<file path="src/hw/rtl/lcd4_pkg.sv">
// lcd4_pkg: shared types and constants for the 4-bit character LCD driver
// no dependencies; used by lcd4_word_gen and char_lcd_4bit_shift_register_driver_unit

package lcd4_pkg;

    // operation codes of an input transaction
    typedef enum logic [1:0] {
        OP_CMD    = 2'd0,
        OP_DATA   = 2'd1,
        OP_CURSOR = 2'd2,
        OP_POWER  = 2'd3
    } lcd4_op_t;

    // shift register word bits
    localparam int unsigned EN_POS = 2;
    localparam int unsigned RS_POS = 0;

    // wait times in microseconds
    localparam logic [12:0] WAIT_EN_US      = 13'd1;
    localparam logic [12:0] WAIT_NIB_US     = 13'd50;
    localparam logic [12:0] WAIT_CLR_US     = 13'd2050;  // nibble wait plus clear/home
    localparam logic [12:0] WAIT_INIT1_US   = 13'd5050;  // first init nibble
    localparam logic [12:0] WAIT_INIT2_US   = 13'd200;   // second init nibble
    localparam logic [12:0] WAIT_INITCLR_US = 13'd4050;  // clear inside power-up
    localparam logic [15:0] WAIT_PWR_US     = 16'd40000;

    // command bytes
    localparam logic [7:0] CMD_CLEAR    = 8'h01;
    localparam logic [7:0] CMD_HOME     = 8'h02;
    localparam logic [7:0] CMD_FUNC     = 8'h28;
    localparam logic [7:0] CMD_DISP     = 8'h0C;
    localparam logic [7:0] CMD_ENTRY    = 8'h06;
    localparam logic [3:0] NIB_INIT     = 4'h3;
    localparam logic [3:0] NIB_4BIT     = 4'h2;

    // step counts
    localparam logic [4:0] BYTE_LAST_STEP  = 5'd3;
    localparam logic [4:0] POWER_LAST_STEP = 5'd23;
    localparam logic [4:0] POWER_CMD_STEP  = 5'd8;

    // one generated result word
    typedef struct packed {
        logic [7:0]  word;
        logic [15:0] wait_before_us;
        logic [12:0] wait_after_us;
        logic        last;
    } lcd4_word_t;

endpackage

</file>
<file path="src/hw/rtl/lcd4_word_gen.sv">
// lcd4_word_gen: combinational word generator for one step of a transaction
// depends on lcd4_pkg

module lcd4_word_gen (
    input  lcd4_pkg::lcd4_op_t   op,
    input  logic [7:0]           cmd_byte,
    input  logic [4:0]           step,
    output lcd4_pkg::lcd4_word_t res
);
    import lcd4_pkg::*;

    logic       en;
    logic       rs;
    logic       is_clear;
    logic [3:0] nib;
    logic [3:0] pstep;
    logic [7:0] pcmd;

    // power-up command phase index
    assign pstep = step[3:0] - POWER_CMD_STEP[3:0];
    assign en    = ~step[0];

    // power-up command byte for this step
    always_comb
    begin
        unique case (pstep[3:2])
            2'd0: pcmd = CMD_FUNC;
            2'd1: pcmd = CMD_DISP;
            2'd2: pcmd = CMD_CLEAR;
            default: pcmd = CMD_ENTRY;
        endcase
    end

    assign is_clear = (op != OP_DATA) && ((cmd_byte == CMD_CLEAR) || (cmd_byte == CMD_HOME));

    // nibble, select, waits and the assembled shift register word
    always_comb
    begin
        rs                 = 1'b0;
        nib                = 4'h0;
        res.wait_before_us = 16'd0;
        res.wait_after_us  = en ? WAIT_EN_US : WAIT_NIB_US;
        res.last           = 1'b0;
        if (op == OP_POWER)
        begin
            if (step < POWER_CMD_STEP)
            begin
                nib = (step[2:1] == 2'd3) ? NIB_4BIT : NIB_INIT;
                if (step == 5'd0)
                    res.wait_before_us = WAIT_PWR_US;
                if (step == 5'd1)
                    res.wait_after_us = WAIT_INIT1_US;
                if (step == 5'd3)
                    res.wait_after_us = WAIT_INIT2_US;
            end
            else
            begin
                nib = pstep[1] ? pcmd[3:0] : pcmd[7:4];
                if (pstep == 4'd11)
                    res.wait_after_us = WAIT_INITCLR_US;
            end
            res.last = (step == POWER_LAST_STEP);
        end
        else
        begin
            rs  = (op == OP_DATA);
            nib = step[1] ? cmd_byte[3:0] : cmd_byte[7:4];
            if ((step[1:0] == 2'd3) && is_clear)
                res.wait_after_us = WAIT_CLR_US;
            res.last = (step == BYTE_LAST_STEP);
        end
        // assemble the shift register word
        res.word         = {nib, 4'h0};
        res.word[EN_POS] = en;
        res.word[RS_POS] = rs;
    end

endmodule

</file>
<file path="src/hw/rtl/char_lcd_4bit_shift_register_driver_unit.sv">
// char_lcd_4bit_shift_register_driver_unit: top level of the 4-bit LCD driver
// depends on lcd4_pkg and lcd4_word_gen
//
//  channel | direction | handshake          | payload
//  in      | input     | in_valid, in_stall | operation, value, row, col
//  out     | output    | out_valid, out_stall | word, wait_before_us, wait_after_us, last
//
// one result word leaves per cycle unless out_stall holds it: 4 words for a byte,
// cursor move or command, 24 for the power-up sequence; the step counter sets this.
// the next transaction is taken in the cycle its predecessor's last word loads.
// rst_n clears the busy flag, step counter and output valid.
// out_stall with a valid output holds the output register and freezes the step counter.

module char_lcd_4bit_shift_register_driver_unit (
    input  logic        clk,
    input  logic        rst_n,
    input  logic        in_valid,
    output logic        in_stall,
    input  logic [1:0]  operation,
    input  logic [7:0]  value,
    input  logic        row,
    input  logic [5:0]  col,
    output logic        out_valid,
    input  logic        out_stall,
    output logic [7:0]  word,
    output logic [15:0] wait_before_us,
    output logic [12:0] wait_after_us,
    output logic        last
);
    import lcd4_pkg::*;

    logic       busy_reg, busy_next;
    logic [4:0] step_reg, step_next;
    lcd4_op_t   op_reg;
    logic [7:0] byte_reg;
    logic       out_valid_reg, out_valid_next;
    lcd4_word_t out_reg;
    lcd4_word_t gen;
    logic       advance;
    logic       done;
    logic       in_accept;
    lcd4_op_t   in_op;

    assign in_op = lcd4_op_t'(operation);

    // step generator
    lcd4_word_gen u_gen (
        .op       (op_reg),
        .cmd_byte (byte_reg),
        .step     (step_reg),
        .res      (gen)
    );

    // handshake control
    assign advance   = busy_reg && (!out_valid_reg || !out_stall);
    assign done      = advance && gen.last;
    assign in_stall  = busy_reg && !done;
    assign in_accept = in_valid && !in_stall;

    always_comb
    begin
        busy_next = busy_reg;
        step_next = step_reg;
        if (in_accept)
        begin
            busy_next = 1'b1;
            step_next = 5'd0;
        end
        else if (advance)
        begin
            step_next = step_reg + 5'd1;
            if (done)
                busy_next = 1'b0;
        end
        if (advance)
            out_valid_next = 1'b1;
        else
            out_valid_next = out_valid_reg && out_stall;
    end

    // control registers
    always_ff @(posedge clk or negedge rst_n)
    begin
        if (!rst_n)
        begin
            busy_reg      <= 1'b0;
            step_reg      <= 5'd0;
            out_valid_reg <= 1'b0;
        end
        else
        begin
            busy_reg      <= busy_next;
            step_reg      <= step_next;
            out_valid_reg <= out_valid_next;
        end
    end

    // transaction register: cursor move becomes its command byte
    always_ff @(posedge clk)
    begin
        if (in_accept)
        begin
            op_reg <= in_op;
            if (in_op == OP_CURSOR)
                byte_reg <= {1'b1, row, col};
            else
                byte_reg <= value;
        end
    end

    // output register
    always_ff @(posedge clk)
    begin
        if (advance)
            out_reg <= gen;
    end

    assign out_valid      = out_valid_reg;
    assign word           = out_reg.word;
    assign wait_before_us = out_reg.wait_before_us;
    assign wait_after_us  = out_reg.wait_after_us;
    assign last           = out_reg.last;

`ifndef NO_ASSERTIONS
    // step never runs past the power-up sequence
    a_step_range: assert property (@(posedge clk) disable iff (!rst_n)
        busy_reg |-> (step_reg <= POWER_LAST_STEP))
        else $error("step counter out of range");

    // byte transactions use four steps only
    a_byte_steps: assert property (@(posedge clk) disable iff (!rst_n)
        (busy_reg && (op_reg != OP_POWER)) |-> (step_reg <= BYTE_LAST_STEP))
        else $error("byte transaction step out of range");

    // a new transaction always starts at the first step
    a_restart: assert property (@(posedge clk) disable iff (!rst_n)
        in_accept |=> (busy_reg && (step_reg == 5'd0)))
        else $error("transaction did not start at step zero");

    // the power-up wait only comes with the first init word
    a_pwr_wait: assert property (@(posedge clk) disable iff (!rst_n)
        (out_valid && (wait_before_us != 16'd0)) |-> (word == 8'h34))
        else $error("power-up wait on wrong word");

    // a loaded last word ends the transaction
    a_last_ends: assert property (@(posedge clk) disable iff (!rst_n)
        (done && !in_accept) |=> !busy_reg)
        else $error("busy after last word");
`endif

endmodule
</file>
<file path="config.mk">
export PLATFORM = sky130hd
export DESIGN_NAME = char_lcd_4bit_shift_register_driver_unit
export DESIGN_NICKNAME = d
export VERILOG_FILES = /design/src/hw/rtl/lcd4_pkg.sv /design/src/hw/rtl/lcd4_word_gen.sv /design/src/hw/rtl/char_lcd_4bit_shift_register_driver_unit.sv
export SDC_FILE = /design/constraint.sdc
export NUM_CORES = 1
export LEC_CHECK = 0
export BUFFER_PORTS_ARGS = -buffer_cell sky130_fd_sc_hd__buf_4
export CAP_MARGIN = 20
export CORE_UTILIZATION = 48
export CTS_BUF_LIST = sky130_fd_sc_hd__clkbuf_4
export CTS_CLUSTER_SIZE = 10
export DETAILED_ROUTE_END_ITERATION = 6
export PLACE_DENSITY = 0.76
export REMOVE_ABC_BUFFERS = 1
export SLEW_MARGIN = 0
export SYNTH_ARGS = -nofsm -noshare
export SYNTH_HDL_FRONTEND = slang
export SYNTH_SLANG_ARGS = --single-unit
export TNS_END_PERCENT = 10
</file>
<file path="constraint.sdc">
create_clock -name clk -period 3.77 [get_ports clk]
set_input_delay 0.1885 -clock clk [delete_from_list [all_inputs] [get_ports clk]]
set_output_delay 0.1885 -clock clk [all_outputs]
set_load 0.05 [all_outputs]
</file>
==> impl_metrics.env, run 1 <==
export IMPL_status="complete, no violations"
export IMPL_syn_avg_cell_area_sq_um=11.7
export IMPL_rsz0062_at_grt="no"
export IMPL_area_growth_pct=18.1
export IMPL_cts_made_buffers=5
export IMPL_max_stage_delay_ps=520
export IMPL_p_per_area_mw_per_mm2=635
export IMPL_synth_area_leaders="edfxtp_1 (45%), dfrtp_1 (9.0%), buf_4 (7.4%), mux2_2 (4.1%), nor2b_1 (2.3%)"
export IMPL_fillers=313
export IMPL_drt_pass1_iterations=4
export IMPL_hold_path_class="input pin to flop"
export IMPL_cts_htree_levels=2
export IMPL_hold_viol=0
export IMPL_synth_warnings=0
export IMPL_drcViolationCount=0
export IMPL_yosysTopAreaCell="edfxtp_1"
export IMPL_detail_route_wl_per_cell_um=14.1
export IMPL_grt_pass1_wl_mm=6.07
export IMPL_io_buffers=46
export IMPL_clock_latency_ps=340
export IMPL_critPathSlowestCell="dfrtp_1"
export IMPL_power_mw=1.45
export IMPL_grt_max_degree=17
export IMPL_cp_end_kind="output port"
export IMPL_p_leak_nw=0.974
export IMPL_ys_types=48
export IMPL_chipHeight_um=65.5
export IMPL_final_antenna_net_count=0
export IMPL_largest_reg_flops=11
export IMPL_drv_cap=0
export IMPL_async_flop_share=0.194
export IMPL_critPathKind="flop to output port"
export IMPL_cp_start_kind="flop"
export IMPL_overflow=0
export IMPL_grtUsageTotal=0.190
export IMPL_setup_viol=0
export IMPL_irDropWorstVdd_v=0.000289
export IMPL_cp_data_arrival_time_ps=2140
export IMPL_grt_pass1_vias=1331
export IMPL_path_cells="ha_1 > nand2b_1 > a21oi_1 > a21boi_0 > buf_4"
export IMPL_via_count=1385
export IMPL_root_buffer="clkbuf_4"
export IMPL_fin_crit_sh=0.617
export IMPL_tightest_slew_ps=560
export IMPL_dieArea_sq_mm=0.00429
export IMPL_synth_top_area_frac=0.450
export IMPL_layout_commonest_cell="buf_4"
export IMPL_seq_area_frac_synth=0.540
export IMPL_antenna_found_initial=0
export IMPL_cp_max_fo=15
export IMPL_ys_flop_type="edfxtp_1"
export IMPL_final_cell_mix="buf_4 (47), edfxtp_1 (29), conb_1 (14), nand2_1 (9), nor2_1 (9)"
export IMPL_syn_inst=165
export IMPL_routed_wl_mm=3.62
export IMPL_finalCriticalPeriod_ps=2330
export IMPL_layout_nets=232
export IMPL_cts_repair_resized=0
export IMPL_io_pins=61
export IMPL_tns_ps=0
export IMPL_fin_skew_ps=18.5
export IMPL_drtIter0Drc=56
export IMPL_syn_area_sq_mm=0.00194
export IMPL_die_w_um=65.5
export IMPL_cts_buffer_depth=2
export IMPL_synth_edff_count=29
export IMPL_clkSlewWorstSetupHoldPaths_ps=110
export IMPL_vias_per_cell=5.39
export IMPL_ys_ff_latch=36
export IMPL_cts_tree="built"
export IMPL_dp_cells=247
export IMPL_stdcell_count=257
export IMPL_relSlewSlack=0.626
export IMPL_required_ps=3580
export IMPL_drive_gt1_frac=0.330
export IMPL_design_core_area_sq_mm=0.00377
export IMPL_gp_congestion=0.861
export IMPL_cts_sinks=36
export IMPL_slew_violations=0
export IMPL_num_rows=22
export IMPL_hpwlAfterDp_mm=2.65
export IMPL_clock_fmax_mhz=430
export IMPL_initial_core_util=0.514
export IMPL_diodes=0
-- final timing paths --
| path | endpoint | start | slack [ps] | cells past startpoint |
|---|---|---|---|---|
| setup / recovery | in_stall | step_reg[0] | 1440 | 5 |
| hold / removal | op_reg[0] | operation[0] | 30 | 1 |
| min in group asynchronous | step_reg[0] | rst_n | 220 | 2 |
| setup reg to reg | byte_reg[1] | step_reg[0] | 1510 | 4 |
| hold reg to reg | word[6] | byte_reg[6] | 620 | 2 |
| max in group asynchronous | step_reg[2] | rst_n | 3420 | 2 |
-- layout make-up --
cell class	instances	area, sq um	area share
multi-input cells	111	738	0.323
repair buffers	49	373	0.163
well taps	48	60.1	0.0263
clock inverters	3	13.8	0.00602
flip-flops and latches	36	1050	0.457
clock buffers	5	37.5	0.0164
inverters	5	18.8	0.00821
-- critical path: cells and delay by family, from the launching register on --
kind	cells	cell delay, ps
flops	1	520
compound gates	2	360
buf+inv	1	200
simple gates	1	190
fa+ha+maj	1	520
-- kinds of logic after synthesis --
| logic type | after synthesis | share of synthesized area |
|---|---|---|
| simple gates | 51 | 0.143 |
| flops | 36 | 0.540 |
| fa+ha+maj | 3 | 0.0194 |
| compound gates | 31 | 0.126 |
| xor+xnor | 1 | 0.00452 |
| other cells | 1 | 0.00194 |
| mux | 11 | 0.0614 |
| buf+inv | 31 | 0.104 |
-- per-stage QoR --
step | hold WS, ps | util | setup slack (ps) | instance area [sq um]
floorplan | -107 | - | 1440 | 1800
global placement | 11.2 | 0.588 | 1660 | 2220
detailed placement | 10.9 | 0.588 | 1570 | 2220
CTS | 10.1 | 0.604 | 1460 | 2280
global route | 6.50 | 0.607 | 1290 | 2290
finish | 30.3 | 0.607 | 1440 | 2290
-- synthesized netlist by cell type, types with 2 or more instances --
library cell   n
a211oi_1       3
buf_4         19
or2_2          2
mux2_2         7
a31o_2         2
and3_1         6
o22ai_1        2
edfxtp_1      29
o21ai_0        2
dfrtp_1        7
nor2_1         9
a31oi_1        2
inv_1          4
a21oi_1        5
o2bb2ai_1      2
nand2b_1       3
and2_1         3
nand2_1        9
ha_1           3
nand3_1        5
nor2b_1        7
buf_2          5
mux2i_1        4
-- where the power goes --
| group | leakage (nW) | total (mW) | internal, mW | switching (mW) |
|---|---|---|---|---|
| Combinational | 0.578 | 0.648 | 0.209 | 0.440 |
| Clock | 0.0324 | 0.192 | 0.0684 | 0.124 |
| Sequential | 0.364 | 0.612 | 0.535 | 0.0765 |
-- layer usage --
layer | wire (um) | track usage
met1 | 1540 | 0.221
met2 | 1790 | 0.327
met3 | 227 | 0.0538
met4 | 61 | 0.0761
met5 | 0 | 0
-- what timing repair did --
item | CTS | global route
hold endpoints to repair | 7 | 1
buffers inserted | 0 | 0
hold buffers | 1 | 1
No activity file was read; power rests on OpenSTA's default activity.
==> run 2, diff against run 1 <==
Settings changed: CORE_UTILIZATION 48 to 47, PLACE_DENSITY 0.76 to 0.77.
Clock period 3.77 ns to 2.1 ns, I/O delays scaled along.
==> run 2 against run 1 <==
Net effect:
- setup slack worse by 1200 ps
- register-to-register slack lost 1300 ps
- first-iteration DRC count increased by 43%
- via count is 1.9% higher
- sequential power increased by 75%
- critical path depth down 2
- utilization up 1.0 points
- sequential share of layout area down 1.0 points
- combinational power up 91%
- cell count increased by 2.3%
- clock skew decreased by 8.7 ps
- largest cell class unchanged
==> impl_metrics.env, run 2 (synthesis results as in run 1) <==
export IMPL_routed_wl_mm=3.72
export IMPL_max_stage_delay_ps=510
export IMPL_status="complete, no violations"
export IMPL_design_core_area_sq_mm=0.00380
export IMPL_layout_commonest_cell="buf_4"
export IMPL_slew_violations=0
export IMPL_vias_per_cell=5.37
export IMPL_dieArea_sq_mm=0.00438
export IMPL_whs_endpoint="byte_reg[7]"
export IMPL_setup_viol=0
export IMPL_critPathSlowestCell="edfxtp_1"
export IMPL_final_cell_mix="buf_4 (52), edfxtp_1 (29), conb_1 (14), nand2_1 (9), nor2_1 (9)"
export IMPL_post_place_ws_ps=200
export IMPL_overflow=0
export IMPL_required_ps=2100
export IMPL_rrSetupSlack_ps=210
export IMPL_hold_path_class="input pin to flop"
export IMPL_io_pins=61
export IMPL_clock_latency_ps=340
export IMPL_setup_ws_ps=214
export IMPL_initial_core_util=0.510
export IMPL_drtIter0Drc=80
export IMPL_r2r_cells=3
export IMPL_cts_buffer_depth=2
export IMPL_num_rows=22
export IMPL_drcViolationCount=0
export IMPL_fin_skew_ps=9.76
export IMPL_holdPathStages=2
export IMPL_grtUsageTotal=0.189
export IMPL_cp_data_arrival_time_ps=1890
export IMPL_cts_sinks=36
export IMPL_relSlewSlack=0.602
export IMPL_post_cts_setup_buffer_count=0
export IMPL_grt_pass1_vias=1329
export IMPL_drv_cap=0
export IMPL_irDropWorstVdd_v=0.000454
export IMPL_gp_congestion=0.885
export IMPL_detail_route_wl_per_cell_um=14.1
export IMPL_cp_end_kind="flop"
export IMPL_cp_start_kind="flop"
export IMPL_p_per_area_mw_per_mm2=1140
export IMPL_hold_viol=0
export IMPL_cts_made_buffers=5
export IMPL_cts_tree="built"
export IMPL_cp_max_fo=10
export IMPL_grt_pass1_wl_mm=6.11
export IMPL_via_count=1412
export IMPL_hold_start="value[7]"
export IMPL_rsz0062_at_grt="no"
export IMPL_diodes=0
export IMPL_layout_nets=238
export IMPL_rr_endpoint="byte_reg[7]"
export IMPL_finalCriticalPeriod_ps=1890
export IMPL_tightest_slew_ps=596
export IMPL_tns_ps=0
export IMPL_critPathKind="flop to flop"
export IMPL_largest_reg_flops=11
export IMPL_antenna_found_initial=0
export IMPL_reg2reg_from="op_reg[0]"
export IMPL_grt_max_degree=23
export IMPL_fin_crit_sh=0.898
export IMPL_io_buffers=46
export IMPL_cts_htree_levels=2
export IMPL_drt_pass1_iterations=4
export IMPL_p_leak_nw=1.00
export IMPL_chipHeight_um=66.2
export IMPL_area_growth_pct=21.0
export IMPL_clkSlewWorstSetupHoldPaths_ps=100
export IMPL_clock_fmax_mhz=530
export IMPL_final_antenna_net_count=0
export IMPL_die_w_um=66.2
export IMPL_drive_gt1_frac=0.353
export IMPL_path_cells="a211o_1 > a211oi_4 > a21o_1"
export IMPL_hpwlAfterDp_mm=2.80
export IMPL_root_buffer="clkbuf_4"
[run 2: stage by stage]
stage,hold slack [ps],util,cells,cell area [sq um],power [mW]
after floorplan,-191,-,152,1800,1.94
after global placement,-73.8,0.593,252,2250,2.28
after detailed placement,-70.7,0.593,252,2250,2.32
after CTS,13.0,0.615,263,2340,2.67
after global routing,9.50,0.617,263,2340,2.81
final,28.7,0.617,263,2340,2.66
[run 2: how the worst max path moves through the flow]
stage / cells after the start / end / slack [ps] / from
6_report: 3 / byte_reg[7] / 210 / op_reg[0]
3_5_place_dp: 4 / byte_reg[0] / 200 / step_reg[1]
5_1_grt: 5 / in_stall / 110 / step_reg[1]
4_1_cts: 5 / in_stall / 60 / step_reg[1]
2_1_floorplan: 4 / in_stall / -150 / step_reg[0]
3_3_place_gp: 4 / byte_reg[6] / 290 / step_reg[1]
[run 2: where the power goes]
part	total, mW	switching (mW)	internal [mW]
sequential	1.07	0.109	0.964
combinational	1.24	0.833	0.408
clock	0.349	0.212	0.137
[run 2: critical path, delay by kind of cell (launching register included)]
family | cells | cell delay, ps
AO/OA/AOI/OAI | 3 | 1040
flip-flops | 1 | 510
[run 2: area by class of cell]
cell class	instances	area (sq um)
fill	342	1460
inverter	5	18.8
clock inverter	2	7.51
timing repair buffer	55	420
multi-input combinational	111	744
clock buffer	6	45.0
tap	48	60.1
sequential	36	1050
[run 2: repair_timing]
action,CTS,global route
resized for setup,0,3
endpoints found under the hold margin,9,0
hold buffers,3,0
setup endpoints to repair,0,1
[run 2: metal layers]
layer / GRT usage / up-vias / wire [um]
li1: - / 672 / -
met1: 0.238 / 659 / 1550
met2: 0.318 / 75 / 1840
met3: 0.0534 / 6 / 289
met4: 0.0479 / 0 / 40
met5: 0 / - / 0
==> run 3, diff against run 2 <==
==> constraint.sdc (replaced) <==
create_clock -name clk -period 2.1 [get_ports clk]
set_input_delay 0.21 -clock clk [delete_from_list [all_inputs] [get_ports clk]]
set_output_delay 0.21 -clock clk [all_outputs]
set_load 0.05 [all_outputs]
==> run 3 against run 2 <==
Net effect:
- combinational power hardly changed
- non-clock buffer count is 1 higher
- maximum frequency is 3.2% lower
- register-to-register slack better by 50 ps
- die area stayed put
- largest cell class unchanged
- largest power group unchanged
==> impl_metrics.env, run 3 (synthesis results as in run 1) <==
export IMPL_met3_usage=0.0621
export IMPL_use_met2=0.318
export IMPL_final_antenna_net_count=0
export IMPL_io_pins=61
export IMPL_cp_start_kind="flop"
export IMPL_r2r_cells=3
export IMPL_post_place_ws_ps=189
export IMPL_reg2reg_from="op_reg[0]"
export IMPL_cp_max_fo=6
export IMPL_routed_wl_mm=3.63
export IMPL_irDropWorstVdd_v=0.000466
export IMPL_drcViolationCount=0
export IMPL_rr_endpoint="op_reg[1]"
export IMPL_io_buffers=46
export IMPL_layout_commonest_cell="buf_4"
export IMPL_cts_tree="built"
export IMPL_dieArea_sq_mm=0.00438
export IMPL_cts_htree_levels=2
export IMPL_initial_core_util=0.510
export IMPL_setup_viol=0
export IMPL_slew_violations=0
export IMPL_drtIter0Drc=86
export IMPL_overflow=0
export IMPL_design_core_area_sq_mm=0.00380
export IMPL_die_w_um=66.2
export IMPL_cts_buffer_depth=2
export IMPL_p_leak_nw=1.00
export IMPL_chipHeight_um=66.2
export IMPL_via_count=1395
export IMPL_required_ps=1890
export IMPL_endpoint="in_stall"
export IMPL_grt_pass1_vias=1264
export IMPL_startpoint="op_reg[0]"
export IMPL_hpwlAfterDp_mm=2.70
export IMPL_gp_congestion=0.878
export IMPL_largest_reg_flops=11
export IMPL_status="complete, no violations"
export IMPL_place_area_sq_mm=0.00225
export IMPL_grt_max_degree=23
export IMPL_fin_util=0.616
export IMPL_cp_data_arrival_time_ps=1740
export IMPL_hold_viol=0
export IMPL_tightest_slew_ps=603
export IMPL_grtUsageTotal=0.182
export IMPL_fin_crit_sh=0.928
export IMPL_use_met1=0.212
export IMPL_hold_path_class="input pin to flop"
export IMPL_num_rows=22
export IMPL_drt_pass1_iterations=4
export IMPL_rrSetupSlack_ps=260
export IMPL_relSlewSlack=0.597
export IMPL_clkSlewWorstSetupHoldPaths_ps=100
export IMPL_detail_route_wl_per_cell_um=13.8
export IMPL_drive_gt1_frac=0.367
export IMPL_gr_max_usage_layer="met2"
export IMPL_final_area_sq_mm=0.00234
export IMPL_layout_nets=239
export IMPL_power_mw=2.64
export IMPL_clock_fmax_mhz=513
export IMPL_p_per_area_mw_per_mm2=1130
export IMPL_clock_latency_ps=340
export IMPL_grt_pass1_wl_mm=5.84
export IMPL_cp_end_kind="output port"
export IMPL_antenna_found_initial=0
export IMPL_vias_per_cell=5.30
export IMPL_root_buffer="clkbuf_4"
export IMPL_diodes=0
export IMPL_cts_made_buffers=5
export IMPL_final_cell_mix="buf_4 (55), edfxtp_1 (29), conb_1 (14), nand2_1 (9), nor2_1 (9)"
export IMPL_rsz0062_at_grt="no"
export IMPL_setup_ws_ps=152
export IMPL_cts_sinks=36
export IMPL_critPathKind="flop to output port"
export IMPL_drv_cap=0
export IMPL_finalCriticalPeriod_ps=1950
export IMPL_area_growth_pct=20.8
export IMPL_fin_skew_ps=8.18
[run 3: how the worst min path moves through the flow]
stage / start / endpoint / slack (ps) / cells after the start
global placement: rst_n / out_valid / 30 / 1
global route: operation[1] / op_reg[1] / 30 / 1
detailed placement: rst_n / out_valid / 30 / 1
finish: operation[1] / op_reg[1] / 50 / 1
floorplan: rst_n / busy_reg / -90 / 0
CTS: operation[0] / op_reg[0] / 40 / 1
[run 3: report_power, final]
group	internal, mW	switching (mW)
logic	0.409	0.830
registers	0.966	0.109
clock network	0.117	0.213
total	1.49	1.15
[run 3: per-stage QoR]
stage          instances  setup TNS [ps]  hold slack [ps]
5_1_grt              263               0             33.3
3_5_place_dp         252               0             33.5
6_report             263               0             52.0
2_1_floorplan        152            -256            -85.6
4_1_cts              260               0             42.3
3_3_place_gp         252               0             30.9
[run 3: what timing repair did]
action,CTS,global route
cloned,0,0
resized for setup,1,3
setup endpoints to repair,1,1
setup buffers,0,3
hold buffers,1,0
endpoints found under the hold margin,7,0
[run 3: metal layers]
metal,vias to the layer above,share of wire,wire length [um]
met4,0,0.0097,35
met5,-,0,0
met3,5,0.077,281
met1,645,0.43,1550
met2,72,0.49,1760
li1,673,-,-
[run 3: critical path: stages, from the launching register on]
cell and delay (ps):
edfxtp_1 490, a211o_1 390, a21oi_2 210, a21boi_0 110, buf_4 210
[run 3: final cells by class]
class | instances | area (sq um)
fillers | 312 | 1460
multi-input cells | 111 | 744
clock inverters | 2 | 7.51
repair buffers | 56 | 423
inverters | 5 | 18.8
well taps | 48 | 60.1
clock buffers | 5 | 37.5
flip-flops and latches | 36 | 1050
